<file path="src/hdl/tdw_ram.sv">
// Generic single-write, single-read RAM with registered read data.
module tdw_ram #(
  parameter int WIDTH = 32,
  parameter int DEPTH = 64
) (
  input  logic                     clk,
  input  logic                     we,
  input  logic [$clog2(DEPTH)-1:0] waddr,
  input  logic [WIDTH-1:0]         wdata,
  input  logic [$clog2(DEPTH)-1:0] raddr,
  output logic [WIDTH-1:0]         rdata
);

  logic [WIDTH-1:0] mem [DEPTH];

  always_ff @(posedge clk) begin
    if (we) begin
      mem[waddr] <= wdata;
    end
    rdata <= mem[raddr];
  end

endmodule

</file>
<file path="config.mk">
export PLATFORM = sky130hd
export DESIGN_NAME = tdw_ram
export DESIGN_NICKNAME = d
export VERILOG_FILES = /design/src/hdl/tdw_ram.sv
export SDC_FILE = /design/constraint.sdc
export NUM_CORES = 2
export LEC_CHECK = 0
export ABC_AREA = 0
export BUFFER_PORTS_ARGS = -buffer_cell sky130_fd_sc_hd__clkbuf_2
export CORE_ASPECT_RATIO = 1.75
export CORE_UTILIZATION = 35
export DETAILED_ROUTE_END_ITERATION = 8
export PLACE_DENSITY = 0.51
export SYNTH_ARGS = -nofsm -noshare
export SYNTH_HDL_FRONTEND = slang
export SYNTH_SLANG_ARGS = --single-unit
</file>
<file path="constraint.sdc">
create_clock -name clk -period 6.5 [get_ports clk]
set_input_delay 0.325 -clock clk [delete_from_list [all_inputs] [get_ports clk]]
set_output_delay 0.325 -clock clk [all_outputs]
set_load 0.02 [all_outputs]
</file>
Word-level counts from Yosys, hierarchy flattened --
Memory sizes are Yosys's and may differ from the RTL's. A register that Yosys moved wholly into a read port is not among the register bits. Index checks and enable logic that the tools add are counted.
Word-level totals: flip-flop bits (word level) 0, bits in latches 0, memory bits (writable) 2048, memory bits (read-only) 0, input bits 46, output and inout bits 32, logic and storage cells 3, memories kept 1
Cells by class: $add $sub $neg 0, multiply operators 0, divide/modulo/power cells 0, magnitude comparators 0, equal/unequal tests 0, shift operators 0, muxes and demuxes 2, bitwise gates (word level) 0, reduce and logical (&&, ||, !) cells 0
Memories:
- mem | words 64, bits a word 32, rd ports 1, clocked after Yosys merged registers in 1, wr ports 1, line 14 | logic [WIDTH-1:0] mem [DEPTH];
Operators by type and width (count):
- $mux W1 | 2

Depth between registers and ports, before layout --
depth after elaboration 2, gate-level depth with buffers 10, gate-level depth less buffers 5

Least setup slack after synthesis --
OpenSTA, ideal clock, no wires.
kind input -> register, start point in waddr[3], end point mem mem[48][0], enable pin, setup time 0.461 ns, arrival time 3.024 ns, required time 6.039 ns, slack 3.015 ns, cell stages on the path 4, path through clkbuf_1 -> nor2b_1 -> nand4b_1 -> nor3_1
RTL lines:
- from (decl) | line 8 | input logic [$clog2(DEPTH)-1:0] waddr,
- to (decl) | line 14
No word-level cell before the write port.

==> results.json <==
{
  "cts_tree": "yes",
  "clock_latency_ns": 0.83,
  "met1_length_mm": 82.5,
  "via_count": 36000,
  "cts.sinks": 2080,
  "routed_via_density": 5.46,
  "die_area_mm2": 0.226,
  "synth_cell_type_count": 34,
  "h-tree-depth": 4,
  "numCtsBuffers": 186,
  "syn-cell-area_mm2": 0.0785,
  "cts.repair.resized": 0,
  "globalplace.congestion": 0.827,
  "ys_ff_latch": 2080,
  "route.met2.wl_mm": 121,
  "path_clk_slew_ns": 0.06,
  "ios": 78,
  "synthesis.nets": 3370,
  "power.switching_mw": 5.92,
  "postRouteAntennaNets": 0,
  "p_leak_nw": 27.4,
  "grt_pass1_wl_mm": 310,
  "cp.depth": 7,
  "synth_flop_cell": "edfxtp_1",
  "yosysSeqAreaShare_pct": 79.1,
  "synthTopCellsByArea": "edfxtp_1, mux4_2, mux2i_1, dfxtp_1, o22ai_1",
  "drive_gt1_share_pct": 29.4,
  "setup_tns_ns": 0,
  "wire_per_inst_um": 33.9,
  "final-setup-viol-count": 0,
  "pwr-share-comb_pct": 5.5,
  "maxSlewViolCount": 2,
  "drtPass1Iterations": 5,
  "pwr-share-seq_pct": 54.6,
  "cp_slowest_cell": "a21oi_1",
  "fin_crit_sh_pct": 49.8,
  "synth_top_area_cell": "edfxtp_1",
  "route.met3.wl_mm": 10.5,
  "cp.required_ns": 7.24,
  "post-place-ws_ns": 2.46,
  "fmaxAchievable_mhz": 309,
  "swShare_pct": 21.6,
  "grt_max_degree": 91,
  "cp_max_fo": 22,
  "die_h_um": 629,
  "postCtsSetupBuffers": 0,
  "synth_top_area_share_pct": 78.3,
  "syn_to_final_growth_pct": 13.7,
  "peakVddDrop_uv": 217,
  "cts_root_buf": "clkbuf_16",
  "drt_wl_total_mm": 224,
  "dr.first_iter.drc_count": 3763,
  "avgSynthCellArea_um2": 23.6,
  "cp_slowest_stage_delay_ns": 1.22,
  "antenna_found_initial": 19,
  "worst-r2r-setup-slack_ns": 3.91,
  "highest_layer": "met5",
  "worst-setup-path-type": "input pin to flip-flop",
  "relSlewSlack_pct": -5.41,
  "start_kind": "input pin",
  "start_util_pct": 35.3,
  "grt_pass1_vias": 37800,
  "crit_buf_inv": 2,
  "grt_overflow": 0,
  "holdCritPathClass": "input pin to flip-flop",
  "ff2ff_path_depth": 5,
  "fin_ws_ns": 3.27,
  "dp_hpwl_mm": 127,
  "cp-end-kind": "flip-flop",
  "fin_nets": 3595,
  "rr_endpoint": "rdata[11]$_DFF_P_",
  "drcViolationCount": 0,
  "outcome": "finished with violations",
  "grt_usage_pct": 19.7,
  "internal_power_mw": 21.4,
  "clock_power_share_pct": 39.9,
  "reg2reg_from": "mem[39][11]$_DFFE_PP_",
  "crit_path_end": "rdata[10]$_DFF_P_",
  "worstSetupStartpoint": "raddr[5]",
  "rows": 229,
  "synth_edf_count": 2048,
  "fin_crit_ns": 3.23,
  "core_area_mm2": 0.223,
  "finalHoldViolations": 0,
  "cts_hold_buf": 0,
  "arrival_ns": 3.97,
  "port-buffer-count": 77,
  "power_mw": 27.3,
  "fp.dieW_um": 360,
  "async_flop_share_pct": 0,
  "path_cells": "clkbuf_2 -> nand2_1 -> buf_4 -> o221ai_1 -> a21oi_1 -> a21oi_1 -> nor2_1",
  "yosys_warnings": 0,
  "violations": "max-capacitance violations, max-slew violations",
  "cp_common_cell": "a21oi_1",
  "p_per_area_mw_per_mm2": 306,
  "worst_pin_slew_ns": 1.58,
  "syn_inst": 3324,
  "path_delay_family": "compound AO/OA/AOI/OAI gates",
  "cts_buffer_depth": 4,
  "rsz0062_at_grt": "no",
  "finClkSkew_ns": 0.0382,
  "max-cap-violations": 1
}
## power groups by stage
stage               Sequential [mW]  Combinational [mW]  Clock [mW]
floorplan                      15.2               0.722           0
global placement               15.2                1.53           0
detailed placement             15.2                1.54           0
CTS                            14.9                1.54        11.2
global route                   14.9                1.57        11.6
finish                         14.9                1.50        10.9
## how the worst min path moves through the flow
stage | start | endpoint | slack, ns | depth (start not counted)
2_1_floorplan | wdata[0] | mem[0][0]$_DFFE_PP_ | 0.42 | 0
3_3_place_gp | mem[12][17]$_DFFE_PP_ | rdata[17]$_DFF_P_ | 0.73 | 4
3_5_place_dp | mem[12][17]$_DFFE_PP_ | rdata[17]$_DFF_P_ | 0.74 | 4
4_1_cts | wdata[18] | mem[62][18]$_DFFE_PP_ | 0.1 | 2
5_1_grt | wdata[18] | mem[62][18]$_DFFE_PP_ | 0.17 | 2
6_report | wdata[21] | mem[40][21]$_DFFE_PP_ | 0.16 | 2
## placed cells by master (no fill, tap or decap), drive strengths merged, types with 4 or more instances in the layout
cell      synthesis  routed
a21oi            62      62
a22oi            12      12
a311oi            8       8
a41o              4       4
and3              4       4
buf             108     148
bufinv            0      15
clkbuf           74     315
clkinv            0      63
clkinvlp          0       4
dfxtp            32      32
diode             0      14
edfxtp         2048    2048
mux2i            93      93
mux4            544     544
nand2            26      26
nand2b            8       8
nand3             5       5
nand3b            5       5
nor2            137     137
nor2b            15      15
nor3              7       7
o221ai           27      27
o22ai            84      84
o32ai             4       4
or3b              5       5
## routing by layer
layer  track usage [%]  up-vias
met5                 0        -
met4              7.70        6
met3              2.01      284
met2              36.3     1037
met1              23.6    20000
li1                  -    14700
## synthesized netlist by cell type (2+ instances only)
cell,number
edfxtp_1,2048
mux4_2,544
nor2_1,137
mux2i_1,93
o22ai_1,84
clkbuf_1,74
a21oi_1,62
buf_2,57
dfxtp_1,32
o221ai_1,27
nand2_1,26
buf_4,25
buf_1,21
nor2b_1,15
a22oi_1,12
a311oi_1,8
nand2b_1,8
nor3_1,7
buf_6,5
nand3_1,5
nand3b_1,5
a41o_1,4
and3_1,4
o32ai_1,4
or3_1,3
or3b_2,3
and2_1,2
nand4_1,2
or3b_1,2
## through the flow
| step | util (%) | hold slack (ns) | cell area (um2) | cells |
|---|---|---|---|---|
| 3_3_place_gp | 37.4 | 0.732 | 83400 | 6248 |
| 6_report | 40.1 | 0.157 | 89300 | 6591 |
| 4_1_cts | 40.1 | 0.0995 | 89200 | 6577 |
| 2_1_floorplan | - | 0.424 | 78500 | 3324 |
| 5_1_grt | 40.1 | 0.167 | 89200 | 6578 |
| 3_5_place_dp | 37.4 | 0.740 | 83400 | 6248 |
## registers in the layout, summed over array words and instances, names as in the netlist
signal and flops:
mem 2048, rdata 32
## final cells by class
type	instances	area, um2
Multi-Input combinational cell	1062	16000
Sequential cell	2080	62100
Clock buffer	244	5080
Timing Repair Buffer	219	1650
Clock inverter	85	797
Fill cell	19300	133000
Tap cell	2887	3610
Antenna cell	14	35.0
## kinds of logic after synthesis
kind of cell	Yosys count	synth area share [%]
flip-flops	2080	79.1
buffers and inverters	182	1.13
AO/OA/AOI/OAI	202	1.67
AND/OR/NAND/NOR	223	1.27
multiplexers	637	16.8
(Power assumes the default switching activity.)
