## src/hdl/tdw_pkg.sv

```systemverilog
// Shared constants, types and tables for the diffusion-weighted signal block.
package tdw_pkg;

  localparam int MAX_GRADIENTS = 63;
  localparam int TERMS         = 6;
  localparam int TBL_DEPTH     = MAX_GRADIENTS * TERMS;
  localparam int TBL_AW        = $clog2(TBL_DEPTH);
  localparam int SLOT_W        = 6;
  localparam int DATA_W        = 32;
  localparam int CFG_W         = 6;
  localparam int MUL_W         = 34;
  localparam int PROD_W        = 2 * MUL_W;
  localparam int NUM_W         = 64;
  localparam int DEN_W         = 43;
  localparam int ACC_W         = 52;
  localparam int LN_W          = 37;

  localparam logic KIND_LOAD  = 1'b0;
  localparam logic KIND_VOXEL = 1'b1;

  localparam logic REG_GRAD_COUNT = 1'b0;
  localparam logic REG_SCALE      = 1'b1;

  localparam logic [30:0]       ONE_Q30   = 31'h4000_0000;
  localparam logic [LN_W-1:0]   LN2_Q30   = 37'd744261118;
  localparam int                LN_OFFSET = 66;
  localparam logic [LN_W:0]     LN_BIAS   = 38'(LN_OFFSET) * 38'd744261118;
  localparam logic signed [31:0] T_MAX    = 32'sd385875968;
  localparam logic signed [31:0] T_MIN    = -32'sd754974720;
  localparam logic [3:0]        HORNER_K  = 4'd12;
  localparam logic [9:0]        SCALE_K   = 10'd1000;

  typedef enum logic [4:0] {
    S_IDLE,
    L_SQ, L_CHK, L_ZERO, L_SQRT, L_SCALE, L_SCALE2, L_TERM, L_TDIV, L_TWAIT,
    V_RD, V_MUL, V_ACC, V_NEG, V_LN, V_EXP1, V_EXP2, V_EXP3, V_SCL, V_SHF, V_EMIT
  } state_t;

  typedef struct packed {
    logic             start;
    logic [NUM_W-1:0] num;
    logic [DEN_W-1:0] den;
  } div_req_t;

  // floor(2^32 / k) for the Horner divisors
  function automatic logic [32:0] recip(input logic [3:0] k);
    case (k)
      4'd1:    recip = 33'h1_0000_0000;
      4'd2:    recip = 33'd2147483648;
      4'd3:    recip = 33'd1431655765;
      4'd4:    recip = 33'd1073741824;
      4'd5:    recip = 33'd858993459;
      4'd6:    recip = 33'd715827882;
      4'd7:    recip = 33'd613566756;
      4'd8:    recip = 33'd536870912;
      4'd9:    recip = 33'd477218588;
      4'd10:   recip = 33'd429496729;
      4'd11:   recip = 33'd390451572;
      4'd12:   recip = 33'd357913941;
      default: recip = '0;
    endcase
  endfunction

endpackage

```

## src/hdl/tdw_mul.sv

```systemverilog
// Shared signed multiplier, product registered.
module tdw_mul (
  input  logic                              clk,
  input  logic signed [tdw_pkg::MUL_W-1:0]  a,
  input  logic signed [tdw_pkg::MUL_W-1:0]  b,
  output logic signed [tdw_pkg::PROD_W-1:0] p
);
  import tdw_pkg::*;

  always_ff @(posedge clk) begin
    p <= a * b;
  end

endmodule

```

## config.mk

```make
export PLATFORM = sky130hd
export DESIGN_NAME = tdw_mul
export DESIGN_NICKNAME = d
export VERILOG_FILES = /design/src/hdl/tdw_pkg.sv /design/src/hdl/tdw_mul.sv
export SDC_FILE = /design/constraint.sdc
export NUM_CORES = 2
export LEC_CHECK = 0
export BUFFER_PORTS_ARGS = -buffer_cell sky130_fd_sc_hd__buf_4
export CAP_MARGIN = 40
export CORE_ASPECT_RATIO = 0.75
export CORE_MARGIN = 2
export CORE_UTILIZATION = 35
export DETAILED_ROUTE_END_ITERATION = 6
export GPL_ROUTABILITY_DRIVEN = 0
export GPL_TIMING_DRIVEN = 0
export PLACE_DENSITY = 0.49
export SETUP_SLACK_MARGIN = 0.02
export SYNTH_ARGS = -nofsm -noshare
export SYNTH_HDL_FRONTEND = slang
export SYNTH_SLANG_ARGS = --single-unit
export TNS_END_PERCENT = 100
```

## constraint.sdc

```tcl
create_clock -name clk -period 20.1 [get_ports clk]
set_input_delay 6.03 -clock clk [delete_from_list [all_inputs] [get_ports clk]]
set_output_delay 6.03 -clock clk [all_outputs]
set_load 0.005 [all_outputs]
```

### Yosys cells after proc, flatten, opt, wreduce, memory -nomap -nowiden

Index checks and enable logic that the tools add are counted.

| word-level totals | value |
|---|---|
| logic and storage cells | 2 |
| output and inout bits | 68 |
| input bits | 69 |
| flip-flop bits (word level) | 68 |

| cells by class | value |
|---|---|
| multiply operators | 1 |

Operators with widths:

| kind | number |
|---|---|
| $mul 34x34->68 | 1 |

### Depth between registers and ports, before layout

| depth | value |
|---|---|
| depth after elaboration | 1 |
| mapped depth | 31 |
| depth with buffers taken out | 29 |

### Worst setup path after synthesis

No wires, ideal clock.

| timing | value |
|---|---|
| path type | input to register |
| start | input a[33] (netlist name) |
| end | register p[65] (netlist name) |
| required time | 20.028 ns |
| path buffers | 2 |
| arrival | 13.448 ns |
| cell stages on the path | 24 |
| library setup time | 0.072 ns |
| slack | 6.580 ns |
| path through | clkbuf_1 -> nand2_1 -> inv_1 -> fa_1 -> fa_1 -> fa_1 -> fa_1 -> inv_1 -> fa_1 -> fa_1 -> fa_1 -> fa_1 -> inv_1 -> ha_1 -> clkdlybuf4s50_2 -> nand3_1 -> or2_2 -> nor2_1 -> a221oi_1 -> o21ai_0 -> a31oi_2 -> nor2_2 -> o41ai_2 -> xnor2_1 |

| on the way | value |
|---|---|
| longest elaborated chain between the ends | 1 |

RTL lines:

| element | line | RTL |
|---|---|---|
| start, declared | tdw_mul.sv:4 | `input logic signed [tdw_pkg::MUL_W-1:0] a,` |
| $mul 34x34->68 | tdw_mul.sv:11 | `p <= a * b;` |
| end signal, assigned | tdw_mul.sv:11 |  |
| end, declared | tdw_mul.sv:6 | `output logic signed [tdw_pkg::PROD_W-1:0] p` |

No other way between the ends.

### Final worst setup path

| timing | value |
|---|---|
| start | input b[6] (netlist name) |
| end | register p[67] (netlist name) |

| on the way | value |
|---|---|
| longest elaborated chain between the ends | 1 |

RTL lines:

| element | line | RTL |
|---|---|---|
| start, declared | tdw_mul.sv:5 | `input logic signed [tdw_pkg::MUL_W-1:0] b,` |
| $mul 34x34->68 | tdw_mul.sv:11 |  |

No other way between the ends.

==> flow_summary.json <==
{
  "ctsHtreeMaxLevel": 3,
  "finalHoldViolations": 0,
  "grt_max_degree": 17,
  "design_area_um2": 47500,
  "yosys_warnings": 0,
  "synthArstFlopShare_pct": 0,
  "period_share_pct": 75.91,
  "numCtsBuffers": 9,
  "fmax_mhz": 65.54,
  "yosysTopAreaCell": "fa_1",
  "ant_nets": 0,
  "worstMarginPinSlew_ns": 1.043,
  "post-route-drc-count": 0,
  "fillers": 12505,
  "period_minus_slack_ns": 15.26,
  "core_area_um2": 122100,
  "port_buffers": 130,
  "drv_cap": 0,
  "drive_gt1_share_pct": 5.789,
  "synth_edf_count": 0,
  "antenna_found_initial": 12,
  "vias": 31858,
  "slew_headroom_pct": 30.50,
  "cts-root-buf": "clkbuf_16",
  "critical_path_class": "in -> reg",
  "clk_pin_slew_ns": 0.07,
  "grt_pass1_wl_mm": 245.1,
  "dieHeight_um": 307.6,
  "hp-class": "in -> reg",
  "synthTopCellsByArea": "fa_1, inv_1, and2_1",
  "ys_ff_latch": 68,
  "hpwl_mm": 147.7,
  "critPathLaunchType": "primary input",
  "drv_slew": 0,
  "required_ns": 20.40,
  "setup_slack_ns": 4.842,
  "multi_input_area_um2": 36150,
  "ys_seq_area_share_pct": 3.164,
  "top_register": "p",
  "critPathArrivalTime_ns": 15.56,
  "start_util_pct": 35.25,
  "drt_iter0_markers": 3055,
  "cts.sinks": 68,
  "reg_top3": "p (68)",
  "grt_use_total_pct": 27.45,
  "die_area_um2": 125800,
  "syn_area_per_cell_um2": 9.448,
  "drt-vias-per-instance": 4.954,
  "drt_wl_total_mm": 166.4,
  "die_x_um": 408.9,
  "place_area_um2": 47160,
  "cts_buffer_depth": 2,
  "ys_types": 69,
  "dr.pass1.iters": 6,
  "rsz0062_at_grt": "false",
  "cts_resized": 0,
  "nets": 6294,
  "cp-end-kind": "flip-flop",
  "grt_pass1_vias": 33833,
  "setup_tns_ns": 0,
  "seqCellArea_um2": 1361,
  "synth_common_cells": "fa_1, inv_1, and2_1",
  "synth_nets": 6068,
  "setup_viol": 0,
  "status": "finished, final reports clean",
  "holdBufCountCts": 0,
  "netlist_area_um2": 43030,
  "synth_most_common_cell": "fa_1",
  "post_cts_buffers": 0,
  "largest_reg_flops": 68,
  "synth-main-ff-cell": "dfxtp_1",
  "overflow": 0,
  "tritoncts": "yes",
  "netlist_instances": 4554,
  "yosysTopAreaCellShare_pct": 57.74,
  "rows": 111,
  "cp_max_fo": 10,
  "ios": 137,
  "wl_per_cell_um": 25.88,
  "pre_cts_slack_ns": 4.678,
  "areaGrowthSynthToFinish_pct": 10.38
}
==> cell type report <==
cell class                 instances  area share [%]
sequential                        68           2.866
buffer                           228           1.897
multi-input combinational       3026           76.11
clock inverter                     7          0.1739
timing repair buffer             215           4.384
clock buffer                       9          0.4742
inverter                        1232           9.737
antenna                            8         0.04215
tap                             1638           4.315
==> placed cells by master (no fill, tap or decap), types with 4 or more instances in the layout <==
cell       count
dfxtp_1       68
and3_1         5
a21oi_1       61
o21bai_1      12
fa_1        1241
nand2_1      542
inv_1       1231
o21ai_0       31
nand3_1       11
diode_2        8
a211oi_1       6
nor2b_1        9
o21ai_1        7
buf_4        136
ha_1         203
or2_2          4
a31oi_1        7
nand4_1       11
clkbuf_16      9
xnor2_1       56
buf_6         43
buf_8         39
clkbuf_1     214
nor3_1         5
xor2_1        23
nand2b_1      20
o21a_1         4
nor2_1        54
a21o_1        37
and2_1       621
==> final timing paths <==
path	from	depth (start not counted)	endpoint	slack, ns
hold / removal	a[0]	2	p[0]	6.01
setup / recovery	b[6]	27	p[67]	4.84
==> through the flow <==
step	cells	utilization [%]	hold slack [ns]
after floorplan	4554	-	6.157
after global placement	6322	37.72	6.410
after detailed placement	6406	38.63	6.408
after CTS	6422	38.88	5.980
after global routing	6423	38.89	6.000
final	6431	38.91	6.015
==> layer usage <==
metal | global-route usage, % | wire length, um | vias up | part of all wire (%)
li1 | - | - | 13255 | -
met1 | 41.13 | 74830 | 16760 | 45
met2 | 38.67 | 67930 | 1614 | 41
met3 | 7.898 | 18960 | 221 | 11
met4 | 6.694 | 4642 | 8 | 2.8
met5 | 0 | 55 | - | 0.033
==> cell families after synthesis <==
kind of cell	after synthesis	synth area share, %
compound gates	206	3.347
buf+inv	1460	12.84
flops	68	3.164
xor+xnor	79	1.608
fa+ha+maj	1445	63.67
simple gates	1296	15.37
==> worst max-delay path, cell delays in order <==
cell and delay, ns:
clkbuf_1 0.45, clkbuf_1 0.76, nand2_1 0.25, fa_1 0.50, fa_1 0.49, inv_1 0.05
fa_1 0.49, inv_1 0.06, fa_1 0.53, inv_1 0.05, fa_1 0.47, fa_1 0.52
fa_1 0.56, inv_1 0.07, fa_1 0.48, inv_1 0.05, ha_1 0.37, nand4_1 0.29
o221ai_1 0.42, o21ai_2 0.13, o21ai_1 0.69, a211oi_2 0.29, o21ai_4 0.45, a31oi_2 0.29
o21ai_0 0.45, a21oi_1 0.15, xnor2_1 0.16
Power is left out: the tool's default activity adds up to more than one toggle a clock period on the data nets, which glitch-free logic cannot reach.
