==> src/hdl/tdw_pkg.sv <==
// Shared constants, types and tables for the diffusion-weighted signal block.
package tdw_pkg;

  localparam int MAX_GRADIENTS = 63;
  localparam int TERMS         = 6;
  localparam int TBL_DEPTH     = MAX_GRADIENTS * TERMS;
  localparam int TBL_AW        = $clog2(TBL_DEPTH);
  localparam int SLOT_W        = 6;
  localparam int DATA_W        = 32;
  localparam int CFG_W         = 6;
  localparam int MUL_W         = 34;
  localparam int PROD_W        = 2 * MUL_W;
  localparam int NUM_W         = 64;
  localparam int DEN_W         = 43;
  localparam int ACC_W         = 52;
  localparam int LN_W          = 37;

  localparam logic KIND_LOAD  = 1'b0;
  localparam logic KIND_VOXEL = 1'b1;

  localparam logic REG_GRAD_COUNT = 1'b0;
  localparam logic REG_SCALE      = 1'b1;

  localparam logic [30:0]       ONE_Q30   = 31'h4000_0000;
  localparam logic [LN_W-1:0]   LN2_Q30   = 37'd744261118;
  localparam int                LN_OFFSET = 66;
  localparam logic [LN_W:0]     LN_BIAS   = 38'(LN_OFFSET) * 38'd744261118;
  localparam logic signed [31:0] T_MAX    = 32'sd385875968;
  localparam logic signed [31:0] T_MIN    = -32'sd754974720;
  localparam logic [3:0]        HORNER_K  = 4'd12;
  localparam logic [9:0]        SCALE_K   = 10'd1000;

  typedef enum logic [4:0] {
    S_IDLE,
    L_SQ, L_CHK, L_ZERO, L_SQRT, L_SCALE, L_SCALE2, L_TERM, L_TDIV, L_TWAIT,
    V_RD, V_MUL, V_ACC, V_NEG, V_LN, V_EXP1, V_EXP2, V_EXP3, V_SCL, V_SHF, V_EMIT
  } state_t;

  typedef struct packed {
    logic             start;
    logic [NUM_W-1:0] num;
    logic [DEN_W-1:0] den;
  } div_req_t;

  // floor(2^32 / k) for the Horner divisors
  function automatic logic [32:0] recip(input logic [3:0] k);
    case (k)
      4'd1:    recip = 33'h1_0000_0000;
      4'd2:    recip = 33'd2147483648;
      4'd3:    recip = 33'd1431655765;
      4'd4:    recip = 33'd1073741824;
      4'd5:    recip = 33'd858993459;
      4'd6:    recip = 33'd715827882;
      4'd7:    recip = 33'd613566756;
      4'd8:    recip = 33'd536870912;
      4'd9:    recip = 33'd477218588;
      4'd10:   recip = 33'd429496729;
      4'd11:   recip = 33'd390451572;
      4'd12:   recip = 33'd357913941;
      default: recip = '0;
    endcase
  endfunction

endpackage

==> src/hdl/tdw_div.sv <==
// Restoring divider, one quotient bit per cycle.
module tdw_div (
  input  logic                       clk,
  input  logic                       rst,
  input  tdw_pkg::div_req_t          req,
  output logic                       done,
  output logic [tdw_pkg::NUM_W-1:0]  quo
);
  import tdw_pkg::*;

  logic             run;
  logic [5:0]       cnt;
  logic [DEN_W-1:0] den;
  logic [DEN_W-1:0] rem;
  logic [DEN_W:0]   rem_sh;
  logic             fits;

  assign rem_sh = {rem, quo[NUM_W-1]};
  assign fits   = rem_sh >= {1'b0, den};

  always_ff @(posedge clk) begin
    if (rst) begin
      run  <= 1'b0;
      done <= 1'b0;
    end else begin
      if (req.start) begin
        run  <= 1'b1;
        done <= 1'b0;
      end else if (run && cnt == 6'd63) begin
        run  <= 1'b0;
        done <= 1'b1;
      end else begin
        done <= 1'b0;
      end
    end
  end

  always_ff @(posedge clk) begin
    if (req.start) begin
      quo <= req.num;
      den <= req.den;
      rem <= '0;
      cnt <= '0;
    end else if (run) begin
      cnt <= cnt + 6'd1;
      if (fits) begin
        rem <= DEN_W'(rem_sh - {1'b0, den});
      end else begin
        rem <= rem_sh[DEN_W-1:0];
      end
      quo <= {quo[NUM_W-2:0], fits};
    end
  end

endmodule
==> config.mk <==
export PLATFORM = sky130hd
export DESIGN_NAME = tdw_div
export DESIGN_NICKNAME = d
export VERILOG_FILES = /design/src/hdl/tdw_pkg.sv /design/src/hdl/tdw_div.sv
export SDC_FILE = /design/constraint.sdc
export NUM_CORES = 1
export LEC_CHECK = 0
export BUFFER_PORTS_ARGS = -buffer_cell sky130_fd_sc_hd__buf_2
export CORE_ASPECT_RATIO = 1.25
export CORE_MARGIN = 5
export CORE_UTILIZATION = 56
export DETAILED_ROUTE_END_ITERATION = 10
export HOLD_SLACK_MARGIN = 0.03
export PLACE_DENSITY_LB_ADDON = 0.15
export RECOVER_POWER = 25
export SETUP_SLACK_MARGIN = 0.02
export SLEW_MARGIN = 20
export SYNTH_ARGS = -nofsm -noshare
export SYNTH_HDL_FRONTEND = slang
export SYNTH_SLANG_ARGS = --single-unit
==> constraint.sdc <==
create_clock -name clk -period 4.3 [get_ports clk]
set_clock_uncertainty 0.2 [all_clocks]
set_input_delay 0.215 -clock clk [delete_from_list [all_inputs] [get_ports clk]]
set_output_delay 0.215 -clock clk [all_outputs]
set_load 0.02 [all_outputs]
# Word-level counts from Yosys, hierarchy flattened
# Index checks and enable logic that the tools add are counted.
dict set report word_totals {
  regBits 158
  latchBits 0
  mem_bits_rw 0
  mem_bits_ro 0
  inputBits 110
  out_inout_bits 65
  elab_cells 20
  memories 0
}
dict set report classes {
  add_sub_neg 2
  mul 0
  div_mod_pow 0
  order_cmp 1
  n_eq_ne 1
  shift 0
  mux 6
  bitwise_logic 0
  reduce_logical 4
}
# cell count
set op_table {}
lappend op_table {{2-to-1 mux 64 bit} 2}
lappend op_table {{>= comparator 44 x 43 -> 1 bit} 1}
lappend op_table {{2-to-1 mux 43 bit} 1}
lappend op_table {{subtractor 43 bit} 1}
lappend op_table {{adder 6 x 1 -> 6 bit, second input constant} 1}
lappend op_table {{equality test 6 bit, second input constant} 1}
lappend op_table {{nonzero test 2 bit} 2}
lappend op_table {{2-to-1 mux 1 bit} 3}
lappend op_table {{OR reduction 2 bit} 1}
lappend op_table {{logical AND 1 bit} 1}

# Logic depth before layout (Yosys ltp)
# Gate-level depths: netlist of the first run.
dict set report depth {
  ltp_word 4
  depth_mapped 15
  depth_no_buf 13
}

# Least setup slack after synthesis of the first run
# OpenSTA, ideal clock, no wires.
dict set report synth_timing {
  path_kind {reg-to-reg}
  startpoint {reg quo[63] in the netlist's numbering}
  endpoint {reg rem[38]}
  setup_time_ns 0.120
  arrival_time_ns 2.937
  t_required_ns 3.980
  setup_slack_ns 1.044
  stages_incl_launch_ff 14
  path_buffers 0
  period_less_slack_ns 3.256
  path_cell_list {edfxtp_1 inv_1 ha_1 fa_1 nor2b_1 o31ai_2 a21oi_1 a211o_1 a211o_1 a221oi_4 o211a_1 mux2i_1 a21oi_1 a211o_1}
}
dict set report synth_via {
  elab_chain_cells 2
  word_cells_on_any_way 3
  cone_classes {add/sub (1); order compare (1); mux (1)}
}
# element line
set synth_lines {}
lappend synth_lines {{start: declaration} tdw_div.sv:7} ;# output logic [tdw_pkg::NUM_W-1:0] quo
lappend synth_lines {{start signal: assignment} tdw_div.sv:40} ;# quo <= req.num;
lappend synth_lines {{start signal: assignment} tdw_div.sv:51} ;# quo <= {quo[NUM_W-2:0], fits};
lappend synth_lines {{subtractor 43 bit / >= comparator 44 x 43 -> 1 bit (equally long branches)} {tdw_div.sv:47, tdw_div.sv:19}}
lappend synth_lines {{2-to-1 mux 43 bit (*)} tdw_div.sv:46} ;# if (fits) begin
lappend synth_lines {{end signal: assignment} tdw_div.sv:47} ;# rem <= DEN_W'(rem_sh - {1'b0, den});
lappend synth_lines {{end signal: assignment} tdw_div.sv:49} ;# rem <= rem_sh[DEN_W-1:0];
lappend synth_lines {{end: declaration} tdw_div.sv:14} ;# logic [DEN_W-1:0] rem;
# Every way passes the cells marked *; elsewhere a longest branch is shown, timed or not.
# A chain may end at the register's enable or synchronous reset.

# Worst setup path after layout of the first run
dict set report layout_timing {
  startpoint {reg quo[63] in the netlist's numbering}
  endpoint {reg rem[25]}
}
# The elaborated chain is that of the path after synthesis.

==> out/summary.log, run 1 <==
qor: pwr.net-switching-power 0.00137 W
qor: global_route.grt_pass1_wl 36200 um
qor: timing.number_of_endpoints_with_negative_hold_slack_in_the_final_report 0
qor: clocking.worst_skew_pair.late_latency 430 ps
qor: clocking.htreeDepth 4
qor: timing.final.period_utilization 0.815
qor: worst_setup_path.crit_path_max_fanout 20
qor: timing.achievable-frequency 285 MHz
qor: worst_setup_path.crit_path_frequent_cell sky130_fd_sc_hd__a211oi_1
qor: pwr.power.share.clock 0.346
qor: synth.yosys-top-cells-area sky130_fd_sc_hd__edfxtp_1, sky130_fd_sc_hd__dfxtp_1, sky130_fd_sc_hd__mux2_2
qor: flow_run.cap_viol_max_count 0
qor: placed_design.dp_hpwl 14300 um
qor: worst_hold_path.worst_hold_startpoint req[107]
qor: synth.async_reset_ff_frac 0
qor: die.row_count 51
qor: pwr.p_int 0.00308 W
qor: global_route.grt_max_degree 83
qor: route.drt_pre_antenna_iters 4
qor: synth.synth_enable_flop_cells 107
qor: placed_design.dp_worst_setup_slack 798 ps
qor: die.floorplan.initialDensity 0.568
qor: worst_setup_path.path_cells inv_1 > ha_1 > fa_1 > nor2b_1 > o31ai_2 > a21oi_1 > a211oi_1 > o21a_1 > a21o_1 > o21ai_4 > buf_4 > mux2i_1 > a211oi_1
qor: layout.n_fill_cell 1141
qor: worst_setup_path.worstPathArrival 3570 ps
qor: worst_setup_path.critical_path.slowest_cell sky130_fd_sc_hd__fa_1
qor: die.core_region_area 15600 um^2
qor: synth.yosysTopAreaCellShare 0.364
qor: worst_hold_path.whs_path_depth 1
qor: run_status.result_of_the_run complete, no violations
qor: route.via_total_after_detailed_routing 7178
qor: synth.postSynthNetCount 964
qor: global_route.grtUsageTotal 0.248
qor: worst_setup_path.cp_num_buf_inv 2
qor: clocking.tritoncts.num_buffers 17
qor: pwr.power_density 386 nW/um^2
qor: worst_setup_path.worstSetupEndpointType flop
qor: clocking.post_cts.repair.setup_buffers 0
qor: clocking.numClockSinks 158
qor: global_route.grt_antenna_before_repair 0
qor: route.drt_wl_total 22300 um
qor: timing.rsz_0062_raised_after_global_routing no
qor: layout.multi_input_area 4200 um^2
qor: timing.setup_slack 797 ps
qor: route.drt-wirelength-per-cell 17.1 um
qor: worst_setup_path.timing.critical_path.max_delay_family compound AO/OA/AOI/OAI gates
qor: route.drtIter0Drc 359
qor: clocking.tritoncts yes
qor: pwr.seq_power_share 0.417
qor: timing.worst-slew-pin-transition 1040 ps
qor: synth.synth-seq-cells 158
qor: layout.commonest_non_fill_non_tap_cell_in_the_layout sky130_fd_sc_hd__buf_2
qor: placed_design.buffer_ports.inserted 174
qor: layout.final_layout_size_suffix_gt1_frac 0.273
qor: route.route.detailed.drc 0
qor: synth.ys_seq_area_frac 0.479
qor: synth.unique_cell_type_count_in_the_yosys_netlist 68
qor: clocking.post_cts_resize_count 0
qor: worst_setup_path.crit-reg2reg-launch quo[63]
qor: synth.synthesis.area 8840 um^2
qor: synth.synthFlopType sky130_fd_sc_hd__edfxtp_1
qor: synth.synthesis.yosys.warnings 0
qor: worst_setup_path.cp.required 4370 ps
qor: worst_setup_path.rr_worst_depth 13
qor: layout.sequential_cell_area 4240 um^2
qor: worst_hold_path.holdCritPathClass in -> reg
qor: die.dieHeight 150 um
qor: layout.nets 1232
qor: worst_setup_path.worst_setup_path_start_kind flop
qor: timing.layout_min_cycle_time 3500 ps
qor: die.boundaryPins 175
qor: timing.setup-violations-final 0
qor: timing.worst_slew_margin_rel 0.308
qor: timing.final_tns_setup 0 ps
qor: worst_setup_path.worstReg2RegEnd rem[25]
qor: layout.most-common-layout-cells sky130_fd_sc_hd__buf_2, sky130_fd_sc_hd__dlygate4sd3_1, sky130_fd_sc_hd__edfxtp_1
qor: clocking.ctsLongestPathBuffers 2
qor: pwr.netSwitchingFraction 0.308
qor: worst_hold_path.min_to den[7]
qor: layout.area.growth.synth_to_final 30.3%
qor: worst_setup_path.crit_path_largest_cell_delay 400 ps
qor: clocking.hold_fix_buffer_count_after_cts 108
qor: die.die_area 18400 um^2
qor: synth.post_synthesis_cells 809
qor: worst_setup_path.worstSetupPathType reg -> reg
qor: timing.slew_viol_final 0
qor: pwr.total_leakage_power 4.91 nW
qor: clocking.clock_transition_at_the_register_clock_pins_on_the_worst_setup_and_hold_paths_after_cts 70 ps
qor: synth.synthDominantAreaCellType sky130_fd_sc_hd__edfxtp_1
qor: clocking.clk_root_buffer_cell sky130_fd_sc_hd__clkbuf_16
qor: route.postRouteAntennaNets 0
qor: die.chipWidth 122 um
qor: layout.antennaDiodeCount 0
qor: worst_setup_path.setup.reg_to_reg.worst_slack 800 ps
qor: synth.synth_area_per_cell 10.9 um^2
qor: placed_design.place.gp.congestion 0.873
qor: pwr.ir_worst_vdd 261 uV
qor: pwr.power.combinational.fraction 0.237
qor: global_route.first_global_vias 7498
qor: route.per_cell_via_count_in_the_routed_design 5.51
qor: global_route.globalRouteOverflowTotal 0
## Yosys cell counts (all sizes together), types with 2 or more instances
cell / n
buf: 11
a221oi: 4
nand4: 10
inv: 60
a21boi: 4
ha: 44
clkbuf: 28
o211ai: 3
mux2: 67
o211a: 3
and3: 5
a41oi: 3
and2: 3
a31oi: 7
a21o: 19
edfxtp: 107
nor3: 6
nand2: 49
dfxtp: 51
a211o: 3
xor2: 18
o31ai: 2
nor2: 60
or2: 2
and4: 6
xnor2: 24
a31o: 3
mux2i: 33
o21a: 3
o21bai: 7
a211oi: 38
nand3: 15
a21oi: 45
nand2b: 7
nor2b: 8
a311oi: 3
o21ai: 32
## per-stage QoR
step,util,cell area (um^2),hold WS (ps),power (W),instances
after CTS,0.740,11500,47.8,0.00445,1302
after floorplan,-,8840,87.4,0.00258,809
final,0.740,11500,43.2,0.00445,1302
after global placement,0.632,9840,187,0.00283,1162
after detailed placement,0.632,9840,193,0.00284,1162
after global routing,0.740,11500,86.3,0.00465,1302
## kinds of logic after synthesis
logic type | Yosys count | synth area share
simple gates | 176 | 0.0946
fa+ha+maj | 45 | 0.0646
xor+xnor | 42 | 0.0416
buf+inv | 99 | 0.0463
mux | 100 | 0.123
flops | 158 | 0.479
compound gates | 189 | 0.151
## area by class of cell
| cell class | count | area share |
|---|---|---|
| clock inverters | 15 | 0.0145 |
| multi-input cells | 552 | 0.364 |
| repair buffers | 288 | 0.174 |
| flip-flops and latches | 158 | 0.368 |
| well taps | 212 | 0.0230 |
| clock buffers | 17 | 0.0369 |
| inverters | 60 | 0.0196 |
## power groups by stage
| stage | sequential (W) | clock, W | combinational, W |
|---|---|---|---|
| after floorplan | 0.00195 | 0 | 0.000632 |
| after detailed placement | 0.00188 | 0 | 0.000961 |
| after global placement | 0.00188 | 0 | 0.000950 |
| final | 0.00186 | 0.00154 | 0.00105 |
| after CTS | 0.00185 | 0.00155 | 0.00104 |
| after global routing | 0.00187 | 0.00162 | 0.00116 |
## routing by layer
layer  GRT usage  part of all wire
met1       0.295              0.42
met4      0.0908             0.027
met2       0.426              0.50
met5           0                 0
met3      0.0733             0.061
## worst max path at each step
stage / startpoint / to / slack, ps / depth (start not counted)
global route: quo[63] / rem[29] / 550 / 13
floorplan: quo[63] / rem[38] / 1040 / 13
global placement: quo[63] / rem[29] / 880 / 13
CTS: quo[63] / rem[25] / 770 / 13
finish: quo[63] / rem[25] / 800 / 13
detailed placement: quo[63] / rem[19] / 800 / 13
## flip-flops by register name, summed over array words and instances, names as in the netlist
register / flops
done: 1
cnt: 6
den: 43
quo: 64
rem: 43
run: 1
Note: power is estimated with default switching activity, not from simulation.
==> run 2: changes to the inputs <==
Settings changed: CORE_UTILIZATION 56 to 51.
Clock period 4.3 ns to 3 ns, I/O delays scaled along.
==> out/summary.log, run 2 (synthesis gave the netlist of run 1 again) <==
qor: layout.utilization 0.799 [+0.0596]
qor: timing.slew_viol_final 0 [unchanged]
qor: clocking.tritoncts yes
qor: global_route.met3_usage 0.0642 [-0.00913]
qor: timing.setup-violations-final 41 [+41]
qor: clocking.numClockSinks 158 [unchanged]
qor: global_route.grt_antenna_before_repair 1 [+1]
qor: route.drtIter0Drc 495 [+38%]
qor: placed_design.place.gp.congestion 0.889 [+1.8%]
qor: timing.rsz_0062_raised_after_global_routing yes
qor: placed_design.place_area 10900 um^2 [+11%]
qor: layout.layout.cell_area.non_filler 13500 um^2 [+17%]
qor: placed_design.dp_worst_setup_slack -306 ps [-1100 ps]
qor: die.row_count 53 [+3.9%]
qor: route.postRouteAntennaNets 0 [unchanged]
qor: layout.reg.largest.list quo: 64 flops, den: 43 flops, rem: 43 flops
qor: worst_setup_path.worstPathArrival 3370 ps [-200 ps]
qor: global_route.grtUsageTotal 0.253 [+0.00498]
qor: route.drt_wl_total 26900 um [+21%]
qor: layout.nets 1402 [+14%]
qor: worst_hold_path.holdCritPathClass in -> reg
qor: placed_design.dp_hpwl 16000 um [+12%]
qor: layout.commonest_non_fill_non_tap_cell_in_the_layout sky130_fd_sc_hd__buf_2
qor: worst_setup_path.worstSetupEndpointType flop
qor: global_route.first_global_vias 8218 [+9.6%]
qor: route.via_total_after_detailed_routing 8044 [+12%]
qor: timing.achievable-frequency 309 MHz [+8.3%]
qor: worst_setup_path.critical_path.slowest_cell sky130_fd_sc_hd__edfxtp_1
qor: timing.worst_slew_margin_rel 0.468 [+0.160]
qor: placed_design.buffer_ports.inserted 174 [unchanged]
qor: pwr.finalPower 0.00714 W [+60%]
qor: global_route.grt_use_met1 0.287 [-0.00779]
qor: flow_run.cap_viol_max_count 0 [unchanged]
qor: layout.n_fill_cell 1015 [-11%]
qor: layout.final_layout_size_suffix_gt1_frac 0.428 [+0.154]
qor: global_route.top_usage_layer met2
qor: die.boundaryPins 175 [unchanged]
qor: pwr.power_density 528 nW/um^2 [+37%]
qor: worst_setup_path.worst_setup_path_start_kind flop
qor: clocking.worst_skew_pair.late_latency 430 ps [about the same]
qor: clocking.clk_root_buffer_cell sky130_fd_sc_hd__clkbuf_16
qor: die.core_region_area 16900 um^2 [+8.6%]
qor: clocking.ctsLongestPathBuffers 2 [unchanged]
qor: clocking.clock_transition_at_the_register_clock_pins_on_the_worst_setup_and_hold_paths_after_cts 70 ps [about the same]
qor: pwr.ir_worst_vdd 436 uV [+67%]
qor: global_route.globalRouteOverflowTotal 0 [unchanged]
qor: pwr.total_leakage_power 5.87 nW [+19%]
qor: layout.most-common-layout-cells sky130_fd_sc_hd__buf_2, sky130_fd_sc_hd__buf_4, sky130_fd_sc_hd__dlygate4sd3_1
qor: die.floorplan.initialDensity 0.523 [-0.0450]
qor: route.drt_pre_antenna_iters 5 [+1]
qor: die.die_area 20100 um^2 [+9.1%]
qor: timing.number_of_endpoints_with_negative_hold_slack_in_the_final_report 0 [unchanged]
qor: run_status.violations negative setup slack
qor: layout.max_flop_register quo
qor: layout.multi_input_area 4730 um^2 [+13%]
qor: global_route.grt_pass1_wl 40500 um [+12%]
qor: layout.largest_register_ffs 64 [unchanged]
qor: die.dieHeight 157 um [+4.5%]
qor: global_route.groute.layer.met2.usage 0.464 [+0.0387]
qor: worst_setup_path.path_cells inv_2 > ha_4 > fa_2 > nor2b_4 > o31ai_4 > a21oi_2 > a211o_1 > a211o_1 > a221oi_4 > buf_6 > o21bai_4 > xor2_1 > mux2i_1 > a211oi_1
qor: clocking.htreeDepth 4 [unchanged]
qor: timing.final_tns_setup -4170 ps [-4170 ps]
qor: route.per_cell_via_count_in_the_routed_design 5.43 [-1.5%]
qor: worst_setup_path.worstSetupPathType reg -> reg
qor: layout.sequential_cell_area 4240 um^2 [unchanged]
qor: global_route.grt_max_degree 117 [+41%]
qor: worst_setup_path.crit_path_largest_cell_delay 400 ps [about the same]
qor: worst_setup_path.crit_path_max_fanout 3 [-85%]
qor: timing.setup_slack -233 ps [-1030 ps]
qor: worst_setup_path.cp.required 3130 ps [-1240 ps]
qor: route.drt-wirelength-per-cell 18.2 um [+6.0%]
qor: timing.layout_min_cycle_time 3230 ps [-269 ps]
qor: timing.final.period_utilization 1.08 [+0.263]
qor: timing.worst-slew-pin-transition 798 ps [-239 ps]
qor: clocking.tritoncts.num_buffers 17 [unchanged]
qor: die.chipWidth 128 um [+4.4%]
qor: route.route.detailed.drc 0 [unchanged]
qor: run_status.result_of_the_run finished with violations
qor: worst_setup_path.crit_path_frequent_cell sky130_fd_sc_hd__a211o_1
qor: layout.area.growth.synth_to_final 52.9%
-- run 2: cell types whose count changed in the layout (fill, tap and decap cells not counted), moves of 9 or more --
cell,delta
sky130_fd_sc_hd__o21ai_2,+9
sky130_fd_sc_hd__buf_4,+145
sky130_fd_sc_hd__ha_1,-13
sky130_fd_sc_hd__o21ai_1,+9
sky130_fd_sc_hd__buf_2,-15
sky130_fd_sc_hd__a21oi_1,-10
sky130_fd_sc_hd__buf_6,+11
sky130_fd_sc_hd__ha_4,+11
sky130_fd_sc_hd__o21ai_0,-18
sky130_fd_sc_hd__a211oi_1,-12
sky130_fd_sc_hd__clkbuf_1,+17
sky130_fd_sc_hd__a211oi_2,+12
-- run 2: repair_timing --
item / CTS / global route
hold buffers: 111 / 0
resized for setup: 28 / 126
pin swaps: 16 / 72
setup endpoints to repair: 44 / 44
cloned: 2 / 1
hold endpoints to repair: 142 / 0
buffers inserted: 6 / 19
-- run 2: area by class of cell --
cell class,count,share of cell area
antenna,1,0.000185
clock buffer,19,0.0328
multi-input combinational,552,0.350
sequential,158,0.313
tap,220,0.0204
inverter,60,0.0167
timing repair buffer,458,0.254
clock inverter,13,0.0125
-- run 2: stage by stage --
step	std cells	hold slack, ps
global route	1481	220
CTS	1462	212
floorplan	809	22.4
detailed placement	1311	128
global placement	1311	126
finish	1481	227
-- run 2: where the power goes --
| group | leakage, nW | internal, W | switching, W |
|---|---|---|---|
| registers | 1.48 | 0.00255 | 0.000114 |
| logic | 4.09 | 0.00110 | 0.00108 |
| clock network | 0.300 | 0.00129 | 0.00101 |
-- run 2: metal layers --
metal	wire [um]	vias up
met5	0	-
met4	753	0
met3	1640	58
met2	14000	271
met1	10400	3862
li1	-	3853
-- run 2: worst max-delay path: cells and delay by family (launching register included) --
family,cells,cell delay (ps)
compound gates,7,1580
xor+xnor,1,160
fa+ha+maj,2,350
buf+inv,2,270
flops,1,400
mux,1,110
simple gates,1,60
-- run 2: final timing paths --
path                              start      end  slack (ps)  cells after the start
worst max register to register  quo[63]  rem[26]        -230                     14
worst min register to register  rem[13]  rem[13]         310                      2
worst min-delay path            req[33]  den[33]         230                      2
worst max-delay path            quo[63]  rem[26]        -230                     14
